==> src/design/hlc_pkg.sv <==
`default_nettype none
// ----------------------------------------------------------------------------
// hlc_pkg
// Shared types and constants for the horizon limit checker.
// ----------------------------------------------------------------------------
package hlc_pkg;
  localparam int MAX_POINTS = 64;
  localparam int IDX_W = $clog2(MAX_POINTS);
  localparam int CNT_W = $clog2(MAX_POINTS + 1);
  localparam logic [16:0] FULL_TURN = 17'd36000;

  localparam logic [1:0] FN_INSERT = 2'd0;
  localparam logic [1:0] FN_DELETE = 2'd1;
  localparam logic [1:0] FN_CLEAR = 2'd2;
  localparam logic [1:0] FN_CHECK = 2'd3;

  localparam logic [1:0] ST_OK = 2'd0;
  localparam logic [1:0] ST_DUP = 2'd1;
  localparam logic [1:0] ST_FULL = 2'd2;
  localparam logic [1:0] ST_BADIDX = 2'd3;

  localparam logic [1:0] MS_OTHER = 2'd0;
  localparam logic [1:0] MS_TRACK = 2'd1;
  localparam logic [1:0] MS_SLEW = 2'd2;

  localparam logic [1:0] CFG_TRACK = 2'd0;
  localparam logic [1:0] CFG_SLEW = 2'd1;
  localparam logic [1:0] CFG_GOTO = 2'd2;
  localparam logic [1:0] CFG_GDIS = 2'd3;

  // compare modes of the limit unit
  localparam logic [1:0] CMP_ZERO = 2'd0;
  localparam logic [1:0] CMP_POINT = 2'd1;
  localparam logic [1:0] CMP_INTERP = 2'd2;

  typedef struct packed {
    logic [15:0] az;
    logic signed [14:0] alt;
  } point_t;

  // per-cycle command broadcast to every cell
  typedef struct packed {
    logic ins;
    logic del;
    logic [15:0] az;
    logic signed [14:0] alt;
    logic [IDX_W-1:0] rank;
  } cell_cmd_t;
endpackage
`default_nettype wire

==> src/design/hlc_cell.sv <==
`default_nettype none
// ----------------------------------------------------------------------------
// hlc_cell
// One table slot: holds a point, shifts up on insert, down on delete.
// ----------------------------------------------------------------------------
module hlc_cell (
  input  wire logic               clk,
  input  wire logic [hlc_pkg::IDX_W-1:0] pos,
  input  wire hlc_pkg::cell_cmd_t cmd,
  input  wire hlc_pkg::point_t    lower,
  input  wire hlc_pkg::point_t    upper,
  output hlc_pkg::point_t         pt
);
  hlc_pkg::point_t pt_r, pt_nxt;
  always_comb begin
    pt_nxt = pt_r;
    if (cmd.ins) begin
      if (pos == cmd.rank) begin
        pt_nxt.az = cmd.az;
        pt_nxt.alt = cmd.alt;
      end else if (pos > cmd.rank) begin
        pt_nxt = lower;
      end
    end else if (cmd.del && pos >= cmd.rank) begin
      pt_nxt = upper;
    end
  end
  always_ff @(posedge clk) begin
    pt_r <= pt_nxt;
  end
  assign pt = pt_r;
endmodule
`default_nettype wire

==> config.mk <==
export PLATFORM = sky130hd
export DESIGN_NAME = hlc_cell
export DESIGN_NICKNAME = d
export VERILOG_FILES = /design/src/design/hlc_pkg.sv /design/src/design/hlc_cell.sv
export SDC_FILE = /design/constraint.sdc
export NUM_CORES = 1
export LEC_CHECK = 0
export BUFFER_PORTS_ARGS = -buffer_cell sky130_fd_sc_hd__buf_2
export CORE_MARGIN = 4
export CORE_UTILIZATION = 40
export CTS_CLUSTER_SIZE = 30
export DETAILED_ROUTE_END_ITERATION = 8
export GPL_TIMING_DRIVEN = 0
export PLACE_DENSITY = 0.82
export SLEW_MARGIN = 20
export SYNTH_ARGS = -nofsm -noshare
export SYNTH_HDL_FRONTEND = slang
export SYNTH_SLANG_ARGS = --single-unit
==> constraint.sdc <==
create_clock -name clk -period 4.6 [get_ports clk]
set_input_delay 0.92 -clock clk [delete_from_list [all_inputs] [get_ports clk]]
set_output_delay 0.92 -clock clk [all_outputs]
set_load 0.005 [all_outputs]
==> metrics.txt <==
synth warn 0; vias in the first global route about 2.2k; Remaining DRCs 0; Total Routed Length 6430 um; Flop pwr share a little under half; cell taking the most area after synthesis edfxtp_1; Cell Count, Final, Fillers Out 400; DP HPWL 4980 um; placed instance count approximately 400; CP max stage delay between 0.4 and 0.5 ns; status completed; Final min period about 2.6 ns; Area Growth Syn to Fin 46.7%; Hold Path Origin upper[23]; Setup WS pre-CTS 1.69 ns; adder-cell share of the synthesized area roughly 4.0%; initial antenna violation count 0; die width around 77 um; worst vdd ir between 0.0001 and 0.00015 V; top cells by count, synth a31oi_1, nand4_1, nor2_1, edfxtp_1, o21ai_0; CTS tree done; Core ar. 4440 um^2; maxcap violations 0; switching power share of the total between 20 and 30%; Setup crit start pos[5]; Multi-input gate area roughly 810 um^2; Final nets 461; Post-Syn Nets 316; Ports around 140; number of diodes 0; class of the worst hold path in -> reg; Slew Limit Fails 0; Via density roughly 5.5; number of CTS-inserted buffers 5; CTS Root Cell clkbuf_8; largest net degree at the start of global routing 24; Synth Area in Simple Gates 18.3%; Worst path slowest cell a31oi_4; post-route ant nets 0; first-pass GRT wire length ~10000 um; post-synthesis compound-gate area fraction approximately a fifth; Post-Synth XOR/XNOR Area 0%; final core utilization roughly three fifths; Lkg Pwr around 1.2 nW; Clock Path Buffers 2; total track usage between 20% and 30%; post-layout instance area 2750 um^2; Worst path depth 8; Initial DRT Pass Iterations 7; Internal Power around 0.00057 W; Max Freq ~380 MHz; setup ws final 2.00 ns; post-synthesis async set-or-reset flop share 0%; PortBufs around 140; clock sinks 31; Initial Util 42.2%; layout cells sized above 1 between 40% and 50%; CP top delay family buffers and inverters; Vias approximately 2.2k; Initial DRC Count roughly 150; post-synthesis sequential area ratio slightly below 50%; Syn Area/Cell around 9.3 um^2; Synth area leaders edfxtp_1, a31oi_1, nand4_1; Clock Power Share 26.1%; fillcell total between 400 and 500; postcts setup bufs 0; global route overflow 0; kind of critical path in -> reg; Top FF cell, synth edfxtp_1; crit-path cells buf_2, ha_1, and4_1, buf_4, buf_6, o21ai_1, a31oi_4, buf_16; CTS H-tree lvls 2; slew at the pin closest to its max-slew limit roughly 0.46 ns; cells after synthesis 202; Placed Area 2670 um^2; Die Y ~77 um; cell depth of the worst hold path 3; Post-CTS Resized 0; die area approximately 5900 um^2; CP Max Fanout 23; power per cell area between 200 and 300 nW/um^2; largest family of logic cells by synthesized area compound AO/OA/AOI/OAI gates; critical path data required time roughly 4.6 ns; max FFs per register 31; final hold vios 0; area share of the largest cell type after synthesis slightly below 50%; clk slew on worst S/H paths roughly 0.070 ns; # setup viols final 0; RSZ-0062 raised after global routing false; Post-CTS Hold Fix Bufs 0; FF+latch area 931 um^2; synth unique cells 18; Final GP Congestion around 0.77; Synth Cell Area approximately 1900 um^2; Worst Setup End Kind register; WP data arrival ~2.6 ns; drt wl/cell around 16 um; CP bufs+invs 4; Switch Pwr approximately 0.00023 W; Seq cells post-synth 31; type of origin of the critical path input pin; slew margin rel. just under 70%; number of enable flip-flop cells after synthesis 31; Logic pwr share about 27%; final period utilization between 50% and 60%; Site Rows 24; mux share of post-synthesis cell area 0%
==> final cells by class <==
class | instances | area share, %
Sequential cell | 31 | 33.8
Multi-Input combinational cell | 141 | 29.5
Timing Repair Buffer | 138 | 25.9
Buffer | 24 | 4.59
Clock buffer | 5 | 2.50
Tap cell | 52 | 2.36
Inverter | 6 | 0.818
Clock inverter | 3 | 0.545
==> routing by layer <==
| layer | vias to the layer above | global-route usage [%] | part of all wire, % |
|---|---|---|---|
| met4 | 0 | 8.70 | 1.9 |
| met1 | 963 | 24.2 | 37 |
| li1 | 1073 | - | - |
| met5 | - | 0 | 0 |
| met3 | 15 | 7.21 | 11 |
| met2 | 137 | 37.9 | 50 |
==> power by group through the flow <==
stage | combinational [W] | clock [W] | sequential, W
finish | 0.000214 | 0.000208 | 0.000374
CTS | 0.000216 | 0.000215 | 0.000375
global route | 0.000238 | 0.000225 | 0.000378
floorplan | 0.0000840 | 0 | 0.000390
global placement | 0.000202 | 0 | 0.000382
detailed placement | 0.000215 | 0 | 0.000380
==> worst paths after layout <==
| kind | to | slack (ns) |
|---|---|---|
| max | pt[5] | 2.00 |
| min | pt[23] | 0.98 |
==> tightest hold or removal path, stage by stage <==
cell     delay, ns
buf_2         0.07
nor2_1        0.03
a31oi_1       0.12
==> kinds of logic (layout without fill, tap and decap cells) <==
| logic type | after synthesis | count (layout) |
|---|---|---|
| AO/OA/AOI/OAI | 67 | 67 |
| adder cells (fa/ha/maj) | 6 | 6 |
| buffers and inverters | 30 | 176 |
| flip-flops | 31 | 31 |
| AND/OR/NAND/NOR | 68 | 68 |
==> through the flow <==
stage / setup TNS [ns] / total power (W) / hold WS (ns)
detailed placement: 0 / 0.000596 / 1.27
floorplan: 0 / 0.000474 / 1.17
CTS: 0 / 0.000805 / 0.970
global placement: -6.75 / 0.000584 / 1.26
global route: 0 / 0.000841 / 0.972
finish: 0 / 0.000797 / 0.979
==> placed cells by master (no fill, tap or decap) <==
| master | synthesis | routed |
|---|---|---|
| buf_2 | 7 | 144 |
| nand4_1 | 32 | 32 |
| nor2_1 | 32 | 32 |
| a31oi_1 | 32 | 31 |
| edfxtp_1 | 31 | 31 |
| o21ai_0 | 22 | 22 |
| clkbuf_1 | 12 | 12 |
| o21ai_1 | 10 | 10 |
| inv_1 | 6 | 6 |
| ha_1 | 6 | 6 |
| clkbuf_8 | 0 | 5 |
| buf_6 | 3 | 3 |
| clkinv_2 | 0 | 3 |
| nand2_1 | 2 | 2 |
| a21oi_1 | 2 | 2 |
| and4_1 | 1 | 1 |
| buf_4 | 1 | 1 |
| clkbuf_2 | 1 | 1 |
| o22a_1 | 1 | 1 |
| nor2b_1 | 1 | 1 |
| a31oi_4 | 0 | 1 |
| buf_16 | 0 | 1 |
Power figures use the tool's default switching activity.
