==> src/design/hlc_pkg.sv <==
`default_nettype none
// ----------------------------------------------------------------------------
// hlc_pkg
// Shared types and constants for the horizon limit checker.
// ----------------------------------------------------------------------------
package hlc_pkg;
  localparam int MAX_POINTS = 64;
  localparam int IDX_W = $clog2(MAX_POINTS);
  localparam int CNT_W = $clog2(MAX_POINTS + 1);
  localparam logic [16:0] FULL_TURN = 17'd36000;

  localparam logic [1:0] FN_INSERT = 2'd0;
  localparam logic [1:0] FN_DELETE = 2'd1;
  localparam logic [1:0] FN_CLEAR = 2'd2;
  localparam logic [1:0] FN_CHECK = 2'd3;

  localparam logic [1:0] ST_OK = 2'd0;
  localparam logic [1:0] ST_DUP = 2'd1;
  localparam logic [1:0] ST_FULL = 2'd2;
  localparam logic [1:0] ST_BADIDX = 2'd3;

  localparam logic [1:0] MS_OTHER = 2'd0;
  localparam logic [1:0] MS_TRACK = 2'd1;
  localparam logic [1:0] MS_SLEW = 2'd2;

  localparam logic [1:0] CFG_TRACK = 2'd0;
  localparam logic [1:0] CFG_SLEW = 2'd1;
  localparam logic [1:0] CFG_GOTO = 2'd2;
  localparam logic [1:0] CFG_GDIS = 2'd3;

  // compare modes of the limit unit
  localparam logic [1:0] CMP_ZERO = 2'd0;
  localparam logic [1:0] CMP_POINT = 2'd1;
  localparam logic [1:0] CMP_INTERP = 2'd2;

  typedef struct packed {
    logic [15:0] az;
    logic signed [14:0] alt;
  } point_t;

  // per-cycle command broadcast to every cell
  typedef struct packed {
    logic ins;
    logic del;
    logic [15:0] az;
    logic signed [14:0] alt;
    logic [IDX_W-1:0] rank;
  } cell_cmd_t;
endpackage
`default_nettype wire

==> src/design/hlc_interp.sv <==
`default_nettype none
// ----------------------------------------------------------------------------
// hlc_interp
// Two-stage exact horizon compare: operand prep, then cross-multiply.
// ----------------------------------------------------------------------------
module hlc_interp (
  input  wire logic        clk,
  input  wire logic [15:0] az,
  input  wire logic signed [14:0] alt,
  input  wire hlc_pkg::point_t prv,
  input  wire hlc_pkg::point_t nxt,
  input  wire logic [1:0]  mode,
  output logic             above
);
  // CMP_ZERO: compare to zero, CMP_POINT: compare to nxt.alt, CMP_INTERP: interpolate
  logic signed [16:0] dalt_r, rise_r;
  logic signed [17:0] span_r, off_r;
  logic signed [16:0] da, ri;
  logic signed [17:0] sp, of;
  always_comb begin
    da = 17'(alt) - 17'(prv.alt);
    ri = 17'(nxt.alt) - 17'(prv.alt);
    sp = $signed({2'b0, nxt.az}) - $signed({2'b0, prv.az});
    if (nxt.az < prv.az) sp = sp + $signed({1'b0, hlc_pkg::FULL_TURN});
    of = $signed({2'b0, az}) - $signed({2'b0, prv.az});
    if (az < prv.az) of = of + $signed({1'b0, hlc_pkg::FULL_TURN});
    if (mode != hlc_pkg::CMP_INTERP) begin
      da = (mode == hlc_pkg::CMP_ZERO) ? 17'(alt) : 17'(alt) - 17'(nxt.alt);
      sp = 18'sd1;
      ri = '0;
      of = '0;
    end
  end
  always_ff @(posedge clk) begin
    dalt_r <= da;
    rise_r <= ri;
    span_r <= sp;
    off_r <= of;
  end
  logic signed [34:0] lhs, rhs;
  assign lhs = 35'(dalt_r) * 35'(span_r);
  assign rhs = 35'(rise_r) * 35'(off_r);
  assign above = (lhs >= rhs);
endmodule
`default_nettype wire

==> config.mk <==
export PLATFORM = sky130hd
export DESIGN_NAME = hlc_interp
export DESIGN_NICKNAME = d
export VERILOG_FILES = /design/src/design/hlc_pkg.sv /design/src/design/hlc_interp.sv
export SDC_FILE = /design/constraint.sdc
export NUM_CORES = 2
export LEC_CHECK = 0
export BUFFER_PORTS_ARGS = -buffer_cell sky130_fd_sc_hd__buf_2
export CAP_MARGIN = 20
export CORE_AREA = 2 2 207 209
export CTS_CLUSTER_DIAMETER = 40
export CTS_CLUSTER_SIZE = 24
export DETAILED_ROUTE_END_ITERATION = 7
export DIE_AREA = 0 0 209 211
export PLACE_DENSITY = 0.9
export SYNTH_ARGS = -nofsm -noshare
export SYNTH_HDL_FRONTEND = slang
export SYNTH_SLANG_ARGS = --single-unit
==> constraint.sdc <==
create_clock -name clk -period 21.8 [get_ports clk]
set_input_delay 1.09 -clock clk [delete_from_list [all_inputs] [get_ports clk]]
set_output_delay 1.09 -clock clk [all_outputs]
set_load 0.05 [all_outputs]
==> results.toml <==
[run_status]
status = "completed"

[hold_path]
hold_path.class = "input port to flop"
hold_start = "prv[0]"
holdPathEnd = "rise_r[0]$_SDFF_PN0_"
holdPathStages = 3

[power_and_ir_drop]
vdd_drop_max_uv = 163
p_comb_frac = 0.876
internal-power_mw = 1.33
power.density_mw_per_mm2 = 101
power_switching_mw = 1.67
pwr-share-clk = 0.050
p_seq_frac = 0.074
total_power_mw = 3.01
leakagePower_nw = 15.2
swShare = 0.557

[die]
core-area_sq_mm = 0.0418
fp.dieH_um = 211
die_width_um = 209
die_area_sq_mm = 0.0441
rows = 75
initial_utilization = 0.686
ios = 97

[synth]
netlist_area_sq_mm = 0.0286
async_reset_ff_frac = 0
synth-seq-area-share = 0.0475
synthCells = 3235
synth_warnings = 0
synth_top_area_cell = "fa_1"
syn_nets = 4224
yosysUniqueCellTypes = 75
avgSynthCellArea_sq_um = 8.85
synth_edf_count = 0
synth_top_area_frac = 0.424
synth.most_common_cell = "inv_1"
synth_seq_cells = 68
synthTopCellsByCount = "678 x inv_1, 607 x fa_1, 358 x nand2_1"
synth_flop_cell = "dfxtp_1"
synth_area_leaders = "fa_1 42%, ha_1 12%, inv_1 8.9%, and2_1 6.2%, dfxtp_1 4.8%"

[drt]
wl_per_cell_um = 19.5
via_per_inst = 6.00
drt_iter0_drc = 1585
ant_nets = 0
dr.pass1.iters = 6
wirelength_mm = 74.2
drc_errors = 0
via_count = 22784

[global_routing]
grt_util_met3 = 0.0565
antenna_found_initial = 4
grt.met1_usage = 0.435
grt_use_total = 0.357
grt-ovfl-total = 0
grt_pass1_vias = 25192
grt_busiest_layer = "met2"
grt_pass1_wl_mm = 123
grt_max_degree = 38
globalRouteMet2Util = 0.619

[timing]
fin_setup_tns_ns = 0
tightestPinTransition_ns = 1.03
fin_crit_sh = 0.493
fmax_mhz = 93.0
rsz0062_at_grt = "false"
hold_violations = 0
slew_violations = 0
hold_ws_ns = 1.04
maxSlewHeadroom = 0.314
finalSetupViolations = 0
fin_crit_ns = 10.76

[job]
maxCapViolations = 0

[worst_setup_path]
worst_path_most_repeated_cell = "fa_1"
slowest_delay_ns = 0.83
cp.required_ns = 20.71
cp_slowest_cell = "dfxtp_1"
criticalPathCategory = "flop to output pin"
crit_fanout = 18
startpoint_type = "flop"
endpoint_kind = "output pin"
cp.arrival_ns = 9.67

[clock_tree]
cts_sinks = 68
ctsHoldBuffers = 0
clkTransAtPathRegs_ns = 0.06
clk_path_buf_depth = 2
cts_resized = 0
tritoncts = "built"
clockRootBuffer = "clkbuf_16"
cts_made_buffers = 9
post-cts-setup-buffers = 0
htreeDepth = 3

[placed_design]
hpwl_mm = 62.2
dp_cells = 3779
placed_cell_area_sq_mm = 0.0295
io_buffer_count = 96
place_congestion = 1.00

[layout]
finalNonFillerCells = 3799
final_nets = 4241
synthToLayoutAreaGrowth_pct = 3.97
postLayoutCellArea_sq_mm = 0.0298
drive_above_1_share = 0.0436
[registers in the layout, indices dropped and copies added, names as in the netlist]
register,cells
span_r,18
off_r,18
rise_r,16
dalt_r,16
[layout make-up]
type	count	area [sq um]
multi-input combinational	2393	24400
fill	3013	12000
inverter	679	2550
sequential	68	1360
tap	539	674
timing repair buffer	101	523
clock buffer	10	239
clock inverter	6	48.8
antenna	3	7.51
[worst max-delay path, delay by kind of cell (launching register included)]
kind,cells,cell delay (ns)
compound gates,13,3.58
buf+inv,5,0.79
simple gates,4,0.43
flops,1,0.83
fa+ha+maj,8,3.64
[cell families (layout without fill, tap and decap cells)]
group,after synthesis,after routing,synth area share
xor gates and xnor gates,124,124,0.0379
other,0,3,0
AOI/OAI and AO/OA,411,411,0.0943
muxes,8,8,0.00280
and+or+nand+nor,957,957,0.167
buffers and inverters,774,796,0.101
DFF,68,68,0.0475
adders and majority gates,893,893,0.549
[per-stage QoR]
stage	setup slack (ns)	util
floorplan	12.89	-
global route	10.63	0.713
CTS	10.79	0.713
global placement	11.46	0.706
finish	11.04	0.713
detailed placement	11.21	0.706
[worst max path at each step]
stage	from	endpoint	slack, ns	depth (start not counted)
detailed placement	rise_r[1]$_SDFF_PN0_	above	11.21	29
global route	rise_r[1]$_SDFF_PN0_	above	10.63	30
global placement	rise_r[1]$_SDFF_PN0_	above	11.46	29
floorplan	rise_r[1]$_SDFF_PN0_	above	12.89	29
finish	rise_r[2]$_SDFF_PN0_	above	11.04	30
CTS	rise_r[1]$_SDFF_PN0_	above	10.79	29
[metal layers]
layer,up-vias,routed length [um]
met5,-,42
met4,6,4340
met3,310,5780
met2,1089,36700
met1,11320,27400
li1,10059,-
[power by group through the flow]
stage	logic, mW	clock network [mW]	registers (mW)
2_1_floorplan	1.98	0	0.154
3_3_place_gp	2.42	0	0.215
3_5_place_dp	2.57	0	0.219
4_1_cts	2.60	0.150	0.217
5_1_grt	2.93	0.156	0.224
6_report	2.63	0.150	0.223
[layout by cell type (no fill, tap or decap), types with 7 or more instances in the layout]
master	netlist	final
inv_1	678	678
fa_1	607	607
nand2_1	358	358
ha_1	286	286
and2_1	282	282
a21oi_1	122	122
nor2_1	116	116
buf_2	1	96
o21ai_0	76	76
xnor2_1	76	76
dfxtp_1	68	68
a21o_1	52	52
xor2_1	48	48
nand2b_1	34	33
nand3_1	32	32
nor2b_1	30	30
nor3_1	29	29
o21a_1	26	26
a211oi_1	18	18
and3_1	16	16
a31oi_1	14	14
or3_1	13	13
nand4_1	13	13
o21bai_1	10	10
clkbuf_16	0	9
mux2i_1	8	8
a211o_1	8	8
o211ai_1	8	8
nor4_1	8	8
a2111oi_0	7	7
(Power assumes the default switching activity.)
